[config.mk]
export PLATFORM = sky130hd
export DESIGN_NAME = mfe_ins_cell
export DESIGN_NICKNAME = d
export VERILOG_FILES = /design/src/design/mfe_pkg.sv /design/src/design/mfe_ins_cell.sv
export SDC_FILE = /design/constraint.sdc
export NUM_CORES = 1
export LEC_CHECK = 0
export BUFFER_PORTS_ARGS = -buffer_cell sky130_fd_sc_hd__buf_4
export CAP_MARGIN = 20
export CORE_UTILIZATION = 46
export CTS_BUF_LIST = sky130_fd_sc_hd__clkbuf_8
export CTS_CLUSTER_SIZE = 25
export DETAILED_ROUTE_END_ITERATION = 10
export GPL_TIMING_DRIVEN = 0
export MAX_ROUTING_LAYER = met4
export PLACE_DENSITY = 0.83
export SYNTH_ARGS = -nofsm -noshare
export SYNTH_HDL_FRONTEND = slang
export SYNTH_SLANG_ARGS = --single-unit
[constraint.sdc]
create_clock -name clk -period 4.9 [get_ports clk]
set_input_delay 0.98 -clock clk [delete_from_list [all_inputs] [get_ports clk]]
set_output_delay 0.98 -clock clk [all_outputs]
set_load 0.02 [all_outputs]
[src/design/mfe_pkg.sv]
package mfe_pkg;

    localparam int MAX_CANDIDATES = 64;
    localparam int NODE_BITS      = 10;
    localparam int FRAC_BITS      = 16;
    localparam int VALUE_BITS     = 24;
    localparam int CFG_BITS       = 7;
    localparam int RANK_BITS      = 6;

    localparam logic [CFG_BITS-1:0]  NB_RESET = CFG_BITS'(16);
    localparam logic [FRAC_BITS-1:0] HALF_VAL = FRAC_BITS'(1) << (FRAC_BITS - 1);

    typedef struct packed {
        logic [NODE_BITS-1:0] node_first;
        logic [NODE_BITS-1:0] node_second;
        logic [FRAC_BITS-1:0] frac;
    } mfe_entry_t;

    // handed from one insert cell to the next
    typedef struct packed {
        logic       valid;
        logic       ins;
        mfe_entry_t entry;
    } mfe_link_t;

    // handed from one output cell to the one ahead of it
    typedef struct packed {
        logic       valid;
        mfe_entry_t entry;
    } mfe_slot_t;

    function automatic logic [FRAC_BITS-1:0] score_of(input logic [FRAC_BITS-1:0] frac);
        logic [FRAC_BITS-1:0] s;
        if (frac >= HALF_VAL)
        begin
            s = frac - HALF_VAL;
        end
        else
        begin
            s = HALF_VAL - frac;
        end
        return s;
    endfunction

endpackage

[src/design/mfe_ins_cell.sv]
module mfe_ins_cell (
    input  logic                              clk,
    input  logic                              rst_n,
    input  logic                              write_en,
    input  logic                              clear,
    input  mfe_pkg::mfe_entry_t               new_entry,
    input  logic [mfe_pkg::FRAC_BITS-1:0]     new_score,
    input  mfe_pkg::mfe_link_t                prev_link,
    output mfe_pkg::mfe_link_t                link,
    output mfe_pkg::mfe_entry_t               entry_next,
    output logic                              valid_next
);
    import mfe_pkg::*;

    mfe_entry_t entry_reg;
    logic       valid_reg;
    logic       ins;

    // new word lands at or before this cell; ties keep the older word ahead
    assign ins = !valid_reg || (new_score < score_of(entry_reg.frac));

    assign link.valid = valid_reg;
    assign link.ins   = ins;
    assign link.entry = entry_reg;

    always_comb
    begin
        if (prev_link.ins)
        begin
            entry_next = prev_link.entry;
            valid_next = prev_link.valid;
        end
        else if (ins)
        begin
            entry_next = new_entry;
            valid_next = 1'b1;
        end
        else
        begin
            entry_next = entry_reg;
            valid_next = valid_reg;
        end
    end

    always_ff @(posedge clk or negedge rst_n)
    begin
        if (!rst_n)
        begin
            valid_reg <= 1'b0;
        end
        else if (write_en)
        begin
            valid_reg <= clear ? 1'b0 : valid_next;
        end
    end

    always_ff @(posedge clk)
    begin
        if (write_en)
        begin
            entry_reg <= entry_next;
        end
    end

endmodule

==> flow_metrics.env <==
export IMPL_status="finished clean"
export IMPL_design_area_um2=4550
export IMPL_final_cell_mix="buf_4, o211ai_1, nand2_1, nand2b_1, edfxtp_1"
export IMPL_yosysSeqAreaShare_pct=37.1
export IMPL_largest_reg_flops=36
export IMPL_finalWirelength_um=9330
export IMPL_cts_hold_buf=0
export IMPL_crit_chain="buf_4 > nor3_2 > nand2_1 > nor4_4 > a21oi_1 > xnor2_1 > ha_1 > and2_0 > a221o_1 > o2bb2ai_4 > o21a_1 > buf_6 > buf_6 > o211ai_2 > buf_4"
export IMPL_rows=28
export IMPL_cp_arrival_ps=3750
export IMPL_cts_root_buf="clkbuf_8"
export IMPL_clk_pin_slew_ps=70
export IMPL_grt_use_total_pct=27.2
export IMPL_cp_slowest_cell="edfxtp_1"
export IMPL_max_freq_ghz=0.211
export IMPL_avgRoutedWirePerCell_um=16.9
export IMPL_cts_buffers_inserted=5
export IMPL_synth_top_family_by_area="compound AO/OA/AOI/OAI gates"
export IMPL_grt_overflow=0
export IMPL_critPathLaunchType="flop"
export IMPL_drt_iter0_drc=121
export IMPL_cts_tree="done"
export IMPL_vias_per_cell=5.50
export IMPL_regArea_um2=1110
export IMPL_synthToLayoutAreaGrowth_pct=52.6
export IMPL_hold_viol=0
export IMPL_fin_nets=588
export IMPL_dr_total_vias=3043
export IMPL_drive_above_1_share_pct=49.0
export IMPL_p_per_area_nw_per_um2=242
export IMPL_drv_slew=0
export IMPL_firstDrtPassIters=4
export IMPL_netlist_area_um2=2980
export IMPL_antenna_found_initial=0
export IMPL_ir_drop_uv=174
export IMPL_synthCells=295
export IMPL_max_stage_delay_ps=440
export IMPL_synth_nets=405
export IMPL_yosys_warnings=0
export IMPL_synth_distinct_cells=40
export IMPL_grt_pass1_vias=2854
export IMPL_clock_latency_ps=290
export IMPL_grt_max_degree=39
export IMPL_route_detailed_drc=0
export IMPL_worst_pin_slew_ps=635
export IMPL_detail_route_antenna_nets=0
export IMPL_htreeDepth=2
export IMPL_finalPower_mw=1.10
export IMPL_slew_headroom_pct=57.5
export IMPL_initial_core_util_pct=48.9
export IMPL_gp_congestion=0.812
export IMPL_path_max_fanout=10
export IMPL_ios=169
export IMPL_clock_path_buffers=2
export IMPL_leakage_nw=2.03
export IMPL_maxCapViolCount=0
export IMPL_finalCritPeriodShare_pct=96.6
export IMPL_setup_viol=0
export IMPL_die_area_um2=6800
export IMPL_end_kind="output pin"
export IMPL_fin_util_pct=74.6
export IMPL_dp_cells=537
export IMPL_grt_pass1_wl_um=13300
export IMPL_multi_input_area_um2=1770
export IMPL_synth_compound_area_share_pct=28.9
export IMPL_dp_hpwl_um=7150
export IMPL_dpl_instance_area_um2=4330
export IMPL_synth_xor_area_share_pct=3.82
export IMPL_mostFrequentLayoutCell="buf_4"
export IMPL_yosys_register_bits=37
export IMPL_cp_data_required_time_ps=3920
export IMPL_cts_num_sinks=37
export IMPL_muxShareOfSynthArea_pct=0.336
export IMPL_syn_area_per_cell_um2=10.1
export IMPL_die_y_um=82.5
export IMPL_rsz0062_at_grt="false"
export IMPL_fillers=466
export IMPL_instances_no_fill=553
export IMPL_crit_type="flop to output pin"
export IMPL_synth_adder_area_share_pct=6.72
export IMPL_hp_class="primary input to async pin"
export IMPL_insertedDiodeCount=0
export IMPL_worst_clock_skew_ps=4.06
export IMPL_fp_coreArea_um2=6100
export IMPL_port_buffers=167
export IMPL_min_period_ps=4730
export IMPL_yosys_area_share_simple_pct=17.7
export IMPL_die_x_um=82.5
cell usage after synthesis:
master	n	area (µm²)
a21oi_1	5	25.0
mux2i_1	1	10.0
ha_1	16	200
dfrtp_1	1	25.0
nand4_2	1	12.5
inv_2	1	3.75
and2_0	1	6.26
a2111oi_4	1	27.5
buf_4	2	15.0
and4_1	1	8.76
o2bb2ai_1	1	8.76
or3_1	1	6.26
o21bai_1	1	7.51
clkbuf_1	17	63.8
nor4_1	4	25.0
and3_1	2	12.5
xor2_1	2	17.5
nor2b_1	1	6.26
buf_2	2	10.0
nor3_1	3	15.0
nand2b_1	37	231
a221oi_1	1	8.76
or4_1	1	7.51
o21a_1	1	7.51
xnor2_1	11	96.3
nand3b_1	1	7.51
buf_6	4	45.0
o21ai_1	2	10.0
o21ai_0	4	20.0
inv_1	6	22.5
nor2_1	11	41.3
edfxtp_1	36	1080
o211ai_1	41	308
o311ai_1	1	8.76
o2111ai_1	1	8.76
a221o_1	1	10.0
o211ai_2	29	363
a21o_1	3	22.5
nand2_1	39	146
o311ai_4	1	26.3
kinds of logic after synthesis:
group           after synthesis
simple gates                103
compound gates               93
flops                        37
buf+inv                      32
fa+ha+maj                    16
xor+xnor                     13
mux                           1
worst paths after layout:
path,from,slack [ps],end,depth (start not counted)
hold / removal,rst_n,450,valid_reg$_DFFE_PN0P_,1
max in group asynchronous,rst_n,4370,valid_reg$_DFFE_PN0P_,1
min in group clk,valid_reg$_DFFE_PN0P_,630,valid_reg$_DFFE_PN0P_,2
setup / recovery,link[0]$_DFFE_PP_,170,entry_next[8],15
hold reg to reg,valid_reg$_DFFE_PN0P_,630,valid_reg$_DFFE_PN0P_,2
setup reg to reg,link[10]$_DFFE_PP_,1420,link[8]$_DFFE_PP_,12
cell type report:
type | count | share of cell area [%]
multi-input cells | 226 | 39.0
clock buffers | 5 | 1.51
clock inverters | 2 | 0.165
inverters | 7 | 0.578
well taps | 75 | 2.06
flip-flops and latches | 37 | 24.3
plain buffers | 24 | 3.03
repair buffers | 177 | 29.3
where the power goes:
part	leakage, nW	switching [mW]	internal, mW
Sequential	0.370	0.0291	0.384
Clock	0.0428	0.113	0.0941
Combinational	1.61	0.255	0.225
Total	2.03	0.397	0.703
repair_timing:
item / CTS / global route
hold endpoints to repair: 0 / 0
endpoints found under the setup margin: 37 / 37
gates cloned: 0 / 0
resized for setup: 6 / 13
pin swaps: 1 / 2
buffers inserted: 3 / 7
through the flow:
stage / hold WS (ps) / setup slack [ps] / setup TNS (ps)
finish: 449 / 165 / 0
global route: 435 / 10.2 / 0
CTS: 447 / 27.9 / 0
detailed placement: 623 / -181 / -3360
global placement: 592 / -131 / -1990
floorplan: 562 / 421 / 0
critical path, delay by kind of cell, from the launching register on:
| family | cells | cell delay (ps) |
|---|---|---|
| flip-flops | 1 | 440 |
| adder cells (fa/ha/maj) | 1 | 290 |
| AO/OA/AOI/OAI | 5 | 1140 |
| AND/OR/NAND/NOR | 4 | 760 |
| XOR/XNOR | 1 | 160 |
| buffers and inverters | 4 | 660 |
routing by layer:
layer	GRT usage [%]	routed length, µm
met3	5.60	634
met2	48.4	4870
met4	6.32	92
met5	-	0
met1	31.3	3740
No activity file was read; power rests on OpenSTA's default activity.
