--- src/design/mfe_pkg.sv ---
package mfe_pkg;

    localparam int MAX_CANDIDATES = 64;
    localparam int NODE_BITS      = 10;
    localparam int FRAC_BITS      = 16;
    localparam int VALUE_BITS     = 24;
    localparam int CFG_BITS       = 7;
    localparam int RANK_BITS      = 6;

    localparam logic [CFG_BITS-1:0]  NB_RESET = CFG_BITS'(16);
    localparam logic [FRAC_BITS-1:0] HALF_VAL = FRAC_BITS'(1) << (FRAC_BITS - 1);

    typedef struct packed {
        logic [NODE_BITS-1:0] node_first;
        logic [NODE_BITS-1:0] node_second;
        logic [FRAC_BITS-1:0] frac;
    } mfe_entry_t;

    // handed from one insert cell to the next
    typedef struct packed {
        logic       valid;
        logic       ins;
        mfe_entry_t entry;
    } mfe_link_t;

    // handed from one output cell to the one ahead of it
    typedef struct packed {
        logic       valid;
        mfe_entry_t entry;
    } mfe_slot_t;

    function automatic logic [FRAC_BITS-1:0] score_of(input logic [FRAC_BITS-1:0] frac);
        logic [FRAC_BITS-1:0] s;
        if (frac >= HALF_VAL)
        begin
            s = frac - HALF_VAL;
        end
        else
        begin
            s = HALF_VAL - frac;
        end
        return s;
    endfunction

endpackage

--- src/design/mfe_out_cell.sv ---
module mfe_out_cell (
    input  logic                clk,
    input  logic                rst_n,
    input  logic                load,
    input  logic                shift,
    input  mfe_pkg::mfe_slot_t  load_slot,
    input  mfe_pkg::mfe_slot_t  behind_slot,
    output mfe_pkg::mfe_slot_t  slot
);
    import mfe_pkg::*;

    logic       valid_reg;
    mfe_entry_t entry_reg;

    assign slot.valid = valid_reg;
    assign slot.entry = entry_reg;

    always_ff @(posedge clk or negedge rst_n)
    begin
        if (!rst_n)
        begin
            valid_reg <= 1'b0;
        end
        else if (load)
        begin
            valid_reg <= load_slot.valid;
        end
        else if (shift)
        begin
            valid_reg <= behind_slot.valid;
        end
    end

    always_ff @(posedge clk)
    begin
        if (load)
        begin
            entry_reg <= load_slot.entry;
        end
        else if (shift)
        begin
            entry_reg <= behind_slot.entry;
        end
    end

endmodule

--- config.mk ---
export PLATFORM = sky130hd
export DESIGN_NAME = mfe_out_cell
export DESIGN_NICKNAME = d
export VERILOG_FILES = /design/src/design/mfe_pkg.sv /design/src/design/mfe_out_cell.sv
export SDC_FILE = /design/constraint.sdc
export NUM_CORES = 1
export LEC_CHECK = 0
export BUFFER_PORTS_ARGS = -buffer_cell sky130_fd_sc_hd__buf_2
export CORE_AREA = 2 2 51 89
export DETAILED_ROUTE_END_ITERATION = 6
export DIE_AREA = 0 0 53 91
export GPL_TIMING_DRIVEN = 1
export PLACE_DENSITY = 0.77
export SYNTH_ARGS = -nofsm -noshare
export SYNTH_HDL_FRONTEND = slang
export SYNTH_SLANG_ARGS = --single-unit
--- constraint.sdc ---
create_clock -name clk -period 1 [get_ports clk]
set_clock_uncertainty 0.2 [all_clocks]
set_input_delay 0.05 -clock clk [delete_from_list [all_inputs] [get_ports clk]]
set_output_delay 0.05 -clock clk [all_outputs]
set_load 0.1 [all_outputs]
==> results of run 1 <==
## metal layers
metal,vias up,wire (um)
met1,566,1210
met5,-,0
met3,8,388
met4,0,88
li1,563,-
met2,82,2390
## timing repair
item                       CTS  global route
resized for setup            1             0
cloned                       0             0
hold endpoints to repair    38            36
setup endpoints to repair   38            38
pin swaps                    0             1
## final cells by class
type / instances / area share (%)
timing repair buffer: 121 / 41.3
sequential: 37 / 38.0
multi-input combinational: 40 / 15.8
clock buffer: 6 / 2.49
tap: 49 / 2.11
clock inverter: 2 / 0.344
## worst max path at each step
stage                       start            endpoint  slack [ns]  depth (start not counted)
3_5_place_dp                 load   slot[7]$_DFFE_PP_       -0.23                          3
2_1_floorplan                load   slot[0]$_DFFE_PP_       -0.19                          3
3_3_place_gp                 load  slot[13]$_DFFE_PP_       -0.21                          3
5_1_grt        slot[28]$_DFFE_PP_            slot[28]       -0.20                          1
4_1_cts        slot[15]$_DFFE_PP_            slot[15]       -0.18                          1
6_report       slot[11]$_DFFE_PP_            slot[11]       -0.16                          1
## power by group
part,internal [mW],total [mW],switching (mW)
clock network,0.482,0.979,0.496
registers,1.91,2.05,0.140
logic,0.866,2.31,1.44
## stage by stage
step / hold slack (ns) / utilization [%] / setup slack [ns]
2_1_floorplan: -0.446 / - / -0.190
3_3_place_gp: -0.374 / 68.4 / -0.207
3_5_place_dp: -0.375 / 68.4 / -0.234
4_1_cts: -0.147 / 71.5 / -0.179
5_1_grt: -0.158 / 71.5 / -0.202
6_report: -0.136 / 71.5 / -0.155
## kinds of logic after synthesis
kind of cell           Yosys count  share of synthesized area (%)
flip-flops                      37                           68.8
AND/OR/NAND/NOR                  2                          0.623
AO/OA/AOI/OAI                    1                          0.311
buffers and inverters            5                           2.80
multiplexers                    37                           27.5
## cell usage in the layout (no fill, tap or decap)
cell type / instances
or2_4: 1
buf_4: 2
nand2_1: 1
dfrtp_1: 1
mux2_2: 29
dlygate4sd3_1: 4
o21ai_1: 1
edfxtp_1: 36
clkbuf_8: 5
buf_2: 77
mux2i_1: 1
buf_12: 38
mux2_4: 7
clkinv_2: 2
clkbuf_1: 1
## synthesized netlist by cell type
library cell / instances
or2_1: 1
mux2_2: 29
buf_6: 2
edfxtp_1: 36
mux2_4: 7
mux2i_1: 1
dfrtp_1: 1
buf_4: 3
nand2_1: 1
o21ai_0: 1
## worst reg2reg max path, stage by stage (launching register included)
cell and delay [ns]:
dfrtp_1 0.42, mux2i_1 0.16, o21ai_1 0.10
==> reports/metrics.cfg, run 1 <==
[floorplan]
dieArea_mm2=0.00482
rows=31
core_mm2=0.00407
ios=115
die_h_um=91
start_util_pct=39.5
fp.dieW_um=53

[cts]
hold_buffers=4
clock_sinks=37
cts_buffers=5
cts_tree=done
cts_buffer_depth=2
cts_setup_buffers=0
clk_latency_ns=0.28
h-tree-depth=2
root_buffer=clkbuf_8
clkSlewWorstSetupHoldPaths_ns=0.07

[logic_synthesis]
yosysUniqueCellTypes=10
yosysTopAreaCellShare_pct=67.2
netlist_top_cells_area=edfxtp_1 (67%), mux2_2 (20%), mux2_4 (6.5%)
synth.largest_area_cell=edfxtp_1
ys_warn_count=0
synth_nets=160
netlist_instances=82
synth_area_per_cell_um2=19.6
syn-cell-area_mm2=0.00161
ys_ff_latch=37
ys_seq_area_share_pct=68.8

[worst_setup_path]
path_buf_inv=1
crit_path_cell_trace=buf_12
path_max_fanout=1
worstSetupPathType=reg -> out
timing.rr.start=valid_reg$_DFFE_PN0P_
cpLargestDelayFamily=flip-flops
cp_slowest_cell=edfxtp_1
worstPathRequired_ns=0.75
critPathMaxStageDelay_ns=0.43
ff2ff_path_depth=2
worstPathArrival_ns=0.91
r2r_end=valid_reg$_DFFE_PN0P_
crit_path_start_kind=flop
reg2reg_setup_slack_ns=0
end_kind=primary output

[sta]
setup_viol=37
rsz0062_at_grt=yes
maxSlewHeadroom_pct=67.3
timing.final.ws_setup_ns=-0.155
setup_tns_ns=-5.18
finalHoldViolCount=36
fmax_mhz=866
worst_slew_pin_slew_ns=0.490
layout_worst_path_cycle_share_pct=116
layout_min_cycle_time_ns=1.16
final_max_slew_viol_count=0
whs_ns=-0.136

[hold_path]
hold_end=slot[4]$_DFFE_PP_
min_delay_path_depth=2
min_from=behind_slot[4]
hold_path.class=in -> reg

[global_routing]
grtUsageMet3_pct=6.91
use_met2_pct=33.8
grt_first_pass_wirelength_um=6180
grtUsageMet1_pct=16.0
first_global_vias=1381
grt_max_degree=37
top_usage_layer=met2
antenna_found_initial=0
gr-total-overflow=0
grtUsageTotal_pct=18.3

[finish]
n_antenna_cell=0
multi_input_area_um2=459
layout-drive-gt1-share_pct=78.2
layoutNonFillerInstCount=255
fin_nets=283
stdcell_area_mm2=0.00291
areaGrowthSynthToFinish_pct=81.0
seq_area_mm2=0.00111
largest_reg_flops=36
fill_cells=268

[outcome]
violations=hold timing, setup timing
status=finished with violations

[place]
placed_cells=243
gp_congestion=0.692
placed_area_mm2=0.00279
portBuffers=114

[route]
final_antenna_net_count=0
wl_per_cell_um=16.0
drt-pass1-iter-count=4
first_iter_violations=24
routed_via_density=4.78
drc_errors=0
num_vias=1219
wl_um=4070

[power]
power_density_mw_per_mm2=1830
vdd_drop_max_uv=1370
power_mw=5.33
power.leakage_nw=1.29

[run]
cap_violations=0

No activity file was read; power rests on OpenSTA's default activity.
==> run 2: changes to the inputs <==
Settings changed: ABC_AREA from default to 1.
==> reports/metrics.cfg, run 2 <==
[outcome]
status=finished with violations  ; unchanged
violations=hold timing, setup timing  ; unchanged

[power]
vdd_drop_max_uv=1430  ; was 1370 uV
internal_power_mw=3.38  ; was 3.26 mW
pwr-share-clk_pct=17.2  ; was 18.3%
p_sw_share_pct=39.9  ; was 38.9%
power_frac_comb_pct=46.3  ; was 43.2%
power_density_mw_per_mm2=1530  ; was 1830 mW/mm2
power.leakage_nw=1.85  ; was 1.29 nW
p_sw_mw=2.25  ; was 2.08 mW
p_seq_share_pct=36.5  ; was 38.4%

[finish]
final_cell_mix=nand2_1 (94), dlygate4sd3_1 (59), buf_2 (57)  ; was buf_2 (77), buf_12 (38), edfxtp_1 (36)
layoutNonFillerInstCount=387  ; was 255
multi_input_area_um2=474  ; was 459 um2
areaGrowthSynthToFinish_pct=128  ; was 81.0%
layout-drive-gt1-share_pct=37.4  ; was 78.2%
post-route-util_pct=90.1  ; was 71.5%
largest_reg_flops=36  ; unchanged
fill_cells=157  ; was 268
final_common_cell=nand2_1  ; was buf_2
fin_nets=414  ; was 283
seq_area_mm2=0.00111  ; unchanged

[logic_synthesis]
yosysUniqueCellTypes=10  ; unchanged
async_flop_share_pct=2.70  ; unchanged
ys_warn_count=0  ; unchanged
ys_ff_latch=37  ; unchanged
syn-cell-area_mm2=0.00161  ; about the same
synth_nets=238  ; was 160
netlist_instances=160  ; was 82
ys_seq_area_share_pct=68.7  ; was 68.8%
synth.largest_area_cell=edfxtp_1  ; unchanged
yosysTopAreaCellShare_pct=67.2  ; about the same
synth_edf_count=36  ; unchanged
netlist_top_cells_count=nand2_1 (110), edfxtp_1 (36), buf_4 (4)  ; was edfxtp_1 (36), mux2_2 (29), mux2_4 (7)
ys.flop_type=edfxtp_1  ; unchanged
synth_most_common_cell=nand2_1  ; was edfxtp_1
netlist_top_cells_area=edfxtp_1 (67%), nand2_1 (26%), buf_6 (2.1%)  ; was edfxtp_1 (67%), mux2_2 (20%), mux2_4 (6.5%)
synth_area_per_cell_um2=10.1  ; was 19.6 um2

[sta]
layout_worst_path_cycle_share_pct=117  ; was 116%
whs_ns=-0.116  ; was -0.136 ns
timing.final.ws_setup_ns=-0.167  ; was -0.155 ns
layout_min_cycle_time_ns=1.17  ; was 1.16 ns
finalHoldViolCount=1  ; was 36
fmax_mhz=857  ; was 866 MHz
setup_viol=46  ; was 37
worst_slew_pin_slew_ns=0.216  ; was 0.490 ns
rsz0062_at_grt=yes  ; unchanged
final_max_slew_viol_count=0  ; unchanged
maxSlewHeadroom_pct=85.6  ; was 67.3%

[worst_setup_path]
reg2reg_setup_slack_ns=0.01  ; was 0 ns
crit_path_cell_trace=buf_12  ; unchanged
worstPathArrival_ns=0.92  ; was 0.91 ns
path_buf_inv=1  ; unchanged
worstSetupPathType=reg -> out  ; unchanged
critPathMaxStageDelay_ns=0.44  ; was 0.43 ns
worstPathRequired_ns=0.75  ; about the same
cp_slowest_cell=edfxtp_1  ; unchanged
crit_path_start_kind=flop  ; unchanged
end_kind=primary output  ; unchanged
cpLargestDelayFamily=flip-flops  ; unchanged
path_max_fanout=1  ; unchanged

[global_routing]
grt_first_pass_wirelength_um=9940  ; was 6180 um
grtUsageTotal_pct=29.2  ; was 18.3%
grt_max_degree=20  ; was 37
antenna_found_initial=1  ; was 0
first_global_vias=2132  ; was 1381
gr-total-overflow=0  ; unchanged

[cts]
cts_tree=done  ; unchanged
cts_buffer_depth=2  ; unchanged
hold_buffers=76  ; was 4
clk_latency_ns=0.28  ; about the same
clock_sinks=37  ; unchanged
root_buffer=clkbuf_8  ; unchanged
clkSlewWorstSetupHoldPaths_ns=0.08  ; was 0.07 ns
cts_buffers=5  ; unchanged
h-tree-depth=2  ; unchanged

[route]
drc_errors=0  ; unchanged
first_iter_violations=34  ; was 24
routed_via_density=4.88  ; was 4.78
drt-pass1-iter-count=4  ; unchanged
final_antenna_net_count=0  ; unchanged
wl_per_cell_um=18.4  ; was 16.0 um
num_vias=1888  ; was 1219
wl_um=7120  ; was 4070 um

[floorplan]
dieArea_mm2=0.00482  ; unchanged
ios=115  ; unchanged
rows=31  ; unchanged
fp.dieW_um=53  ; unchanged
core_mm2=0.00407  ; unchanged
die_h_um=91  ; unchanged
start_util_pct=39.5  ; about the same

[place]
dp_hpwl_um=3440
portBuffers=114  ; unchanged
gp_congestion=0.842  ; was 0.692
placed_cells=321  ; was 243

[hold_path]
hold_path.class=in -> reg  ; unchanged

[run]
cap_violations=0  ; unchanged

==> run 2: changes by cell type in the layout (fill, tap and decap cells not counted), moves of 16 or more <==
cell,previous run,this run
buf_2,77,57
dlygate4sd3_1,4,59
dlymetal6s4s_1,0,17
mux2_2,29,0
nand2_1,1,94
nand2_2,0,16
==> run 2: area by class of cell <==
cell class / count / share of cell area (%)
timing repair buffer: 177 / 52.7
sequential: 37 / 30.2
multi-input combinational: 113 / 12.9
clock buffer: 5 / 1.88
tap: 49 / 1.67
clock inverter: 3 / 0.341
inverter: 2 / 0.307
antenna: 1 / 0.0682
==> run 2: through the flow <==
step / setup TNS (ns) / worst slack [ns] / area, um2 / hold slack, ns / power (mW)
finish: -5.34 / -0.167 / 3670 / -0.116 / 5.63
global route: -6.39 / -0.193 / 3670 / -0.110 / 5.78
CTS: -5.31 / -0.160 / 3680 / -0.126 / 5.57
detailed placement: -3.14 / -0.0904 / 2830 / -0.374 / 4.41
global placement: -2.41 / -0.0713 / 2830 / -0.375 / 4.37
floorplan: -18.50 / -0.360 / 1630 / -0.446 / 3.41
==> run 2: logic make-up after synthesis <==
| logic type | after synthesis | synth area share (%) |
|---|---|---|
| and+or+nand+nor | 113 | 26.5 |
| buffers and inverters | 10 | 4.74 |
| DFF | 37 | 68.7 |
==> run 2: power by group through the flow <==
stage	Clock, mW	Combinational (mW)	Sequential [mW]
6_report	0.971	2.61	2.05
5_1_grt	1.05	2.67	2.06
4_1_cts	0.966	2.55	2.05
3_5_place_dp	0	2.32	2.08
3_3_place_gp	0	2.30	2.07
2_1_floorplan	0	0.218	3.19
==> run 2: path summary, 6_finish.rpt <==
check,endpoint,startpoint,cells past startpoint
max,slot[13],slot[13]$_DFFE_PP_,1
min reg2reg,valid_reg$_DFFE_PN0P_,valid_reg$_DFFE_PN0P_,3
min,valid_reg$_DFFE_PN0P_,shift,3
max in group asynchronous,valid_reg$_DFFE_PN0P_,rst_n,3
max reg2reg,valid_reg$_DFFE_PN0P_,valid_reg$_DFFE_PN0P_,3
min in group asynchronous,valid_reg$_DFFE_PN0P_,rst_n,3
==> run 2: what timing repair did <==
action	4_1_cts	5_1_grt
setup buffers	0	1
pin swaps	0	12
resized for setup	0	33
gates cloned	0	0
setup endpoints to repair	37	63
endpoints found under the hold margin	38	1
==> run 2: layer usage <==
metal / global-route usage, % / vias to the layer above / wire [um]
met2: 57.0 / 116 / 4300
met4: 19.0 / 0 / 381
met5: 0 / - / 0
met1: 23.1 / 879 / 2100
li1: - / 863 / -
met3: 6.09 / 30 / 335
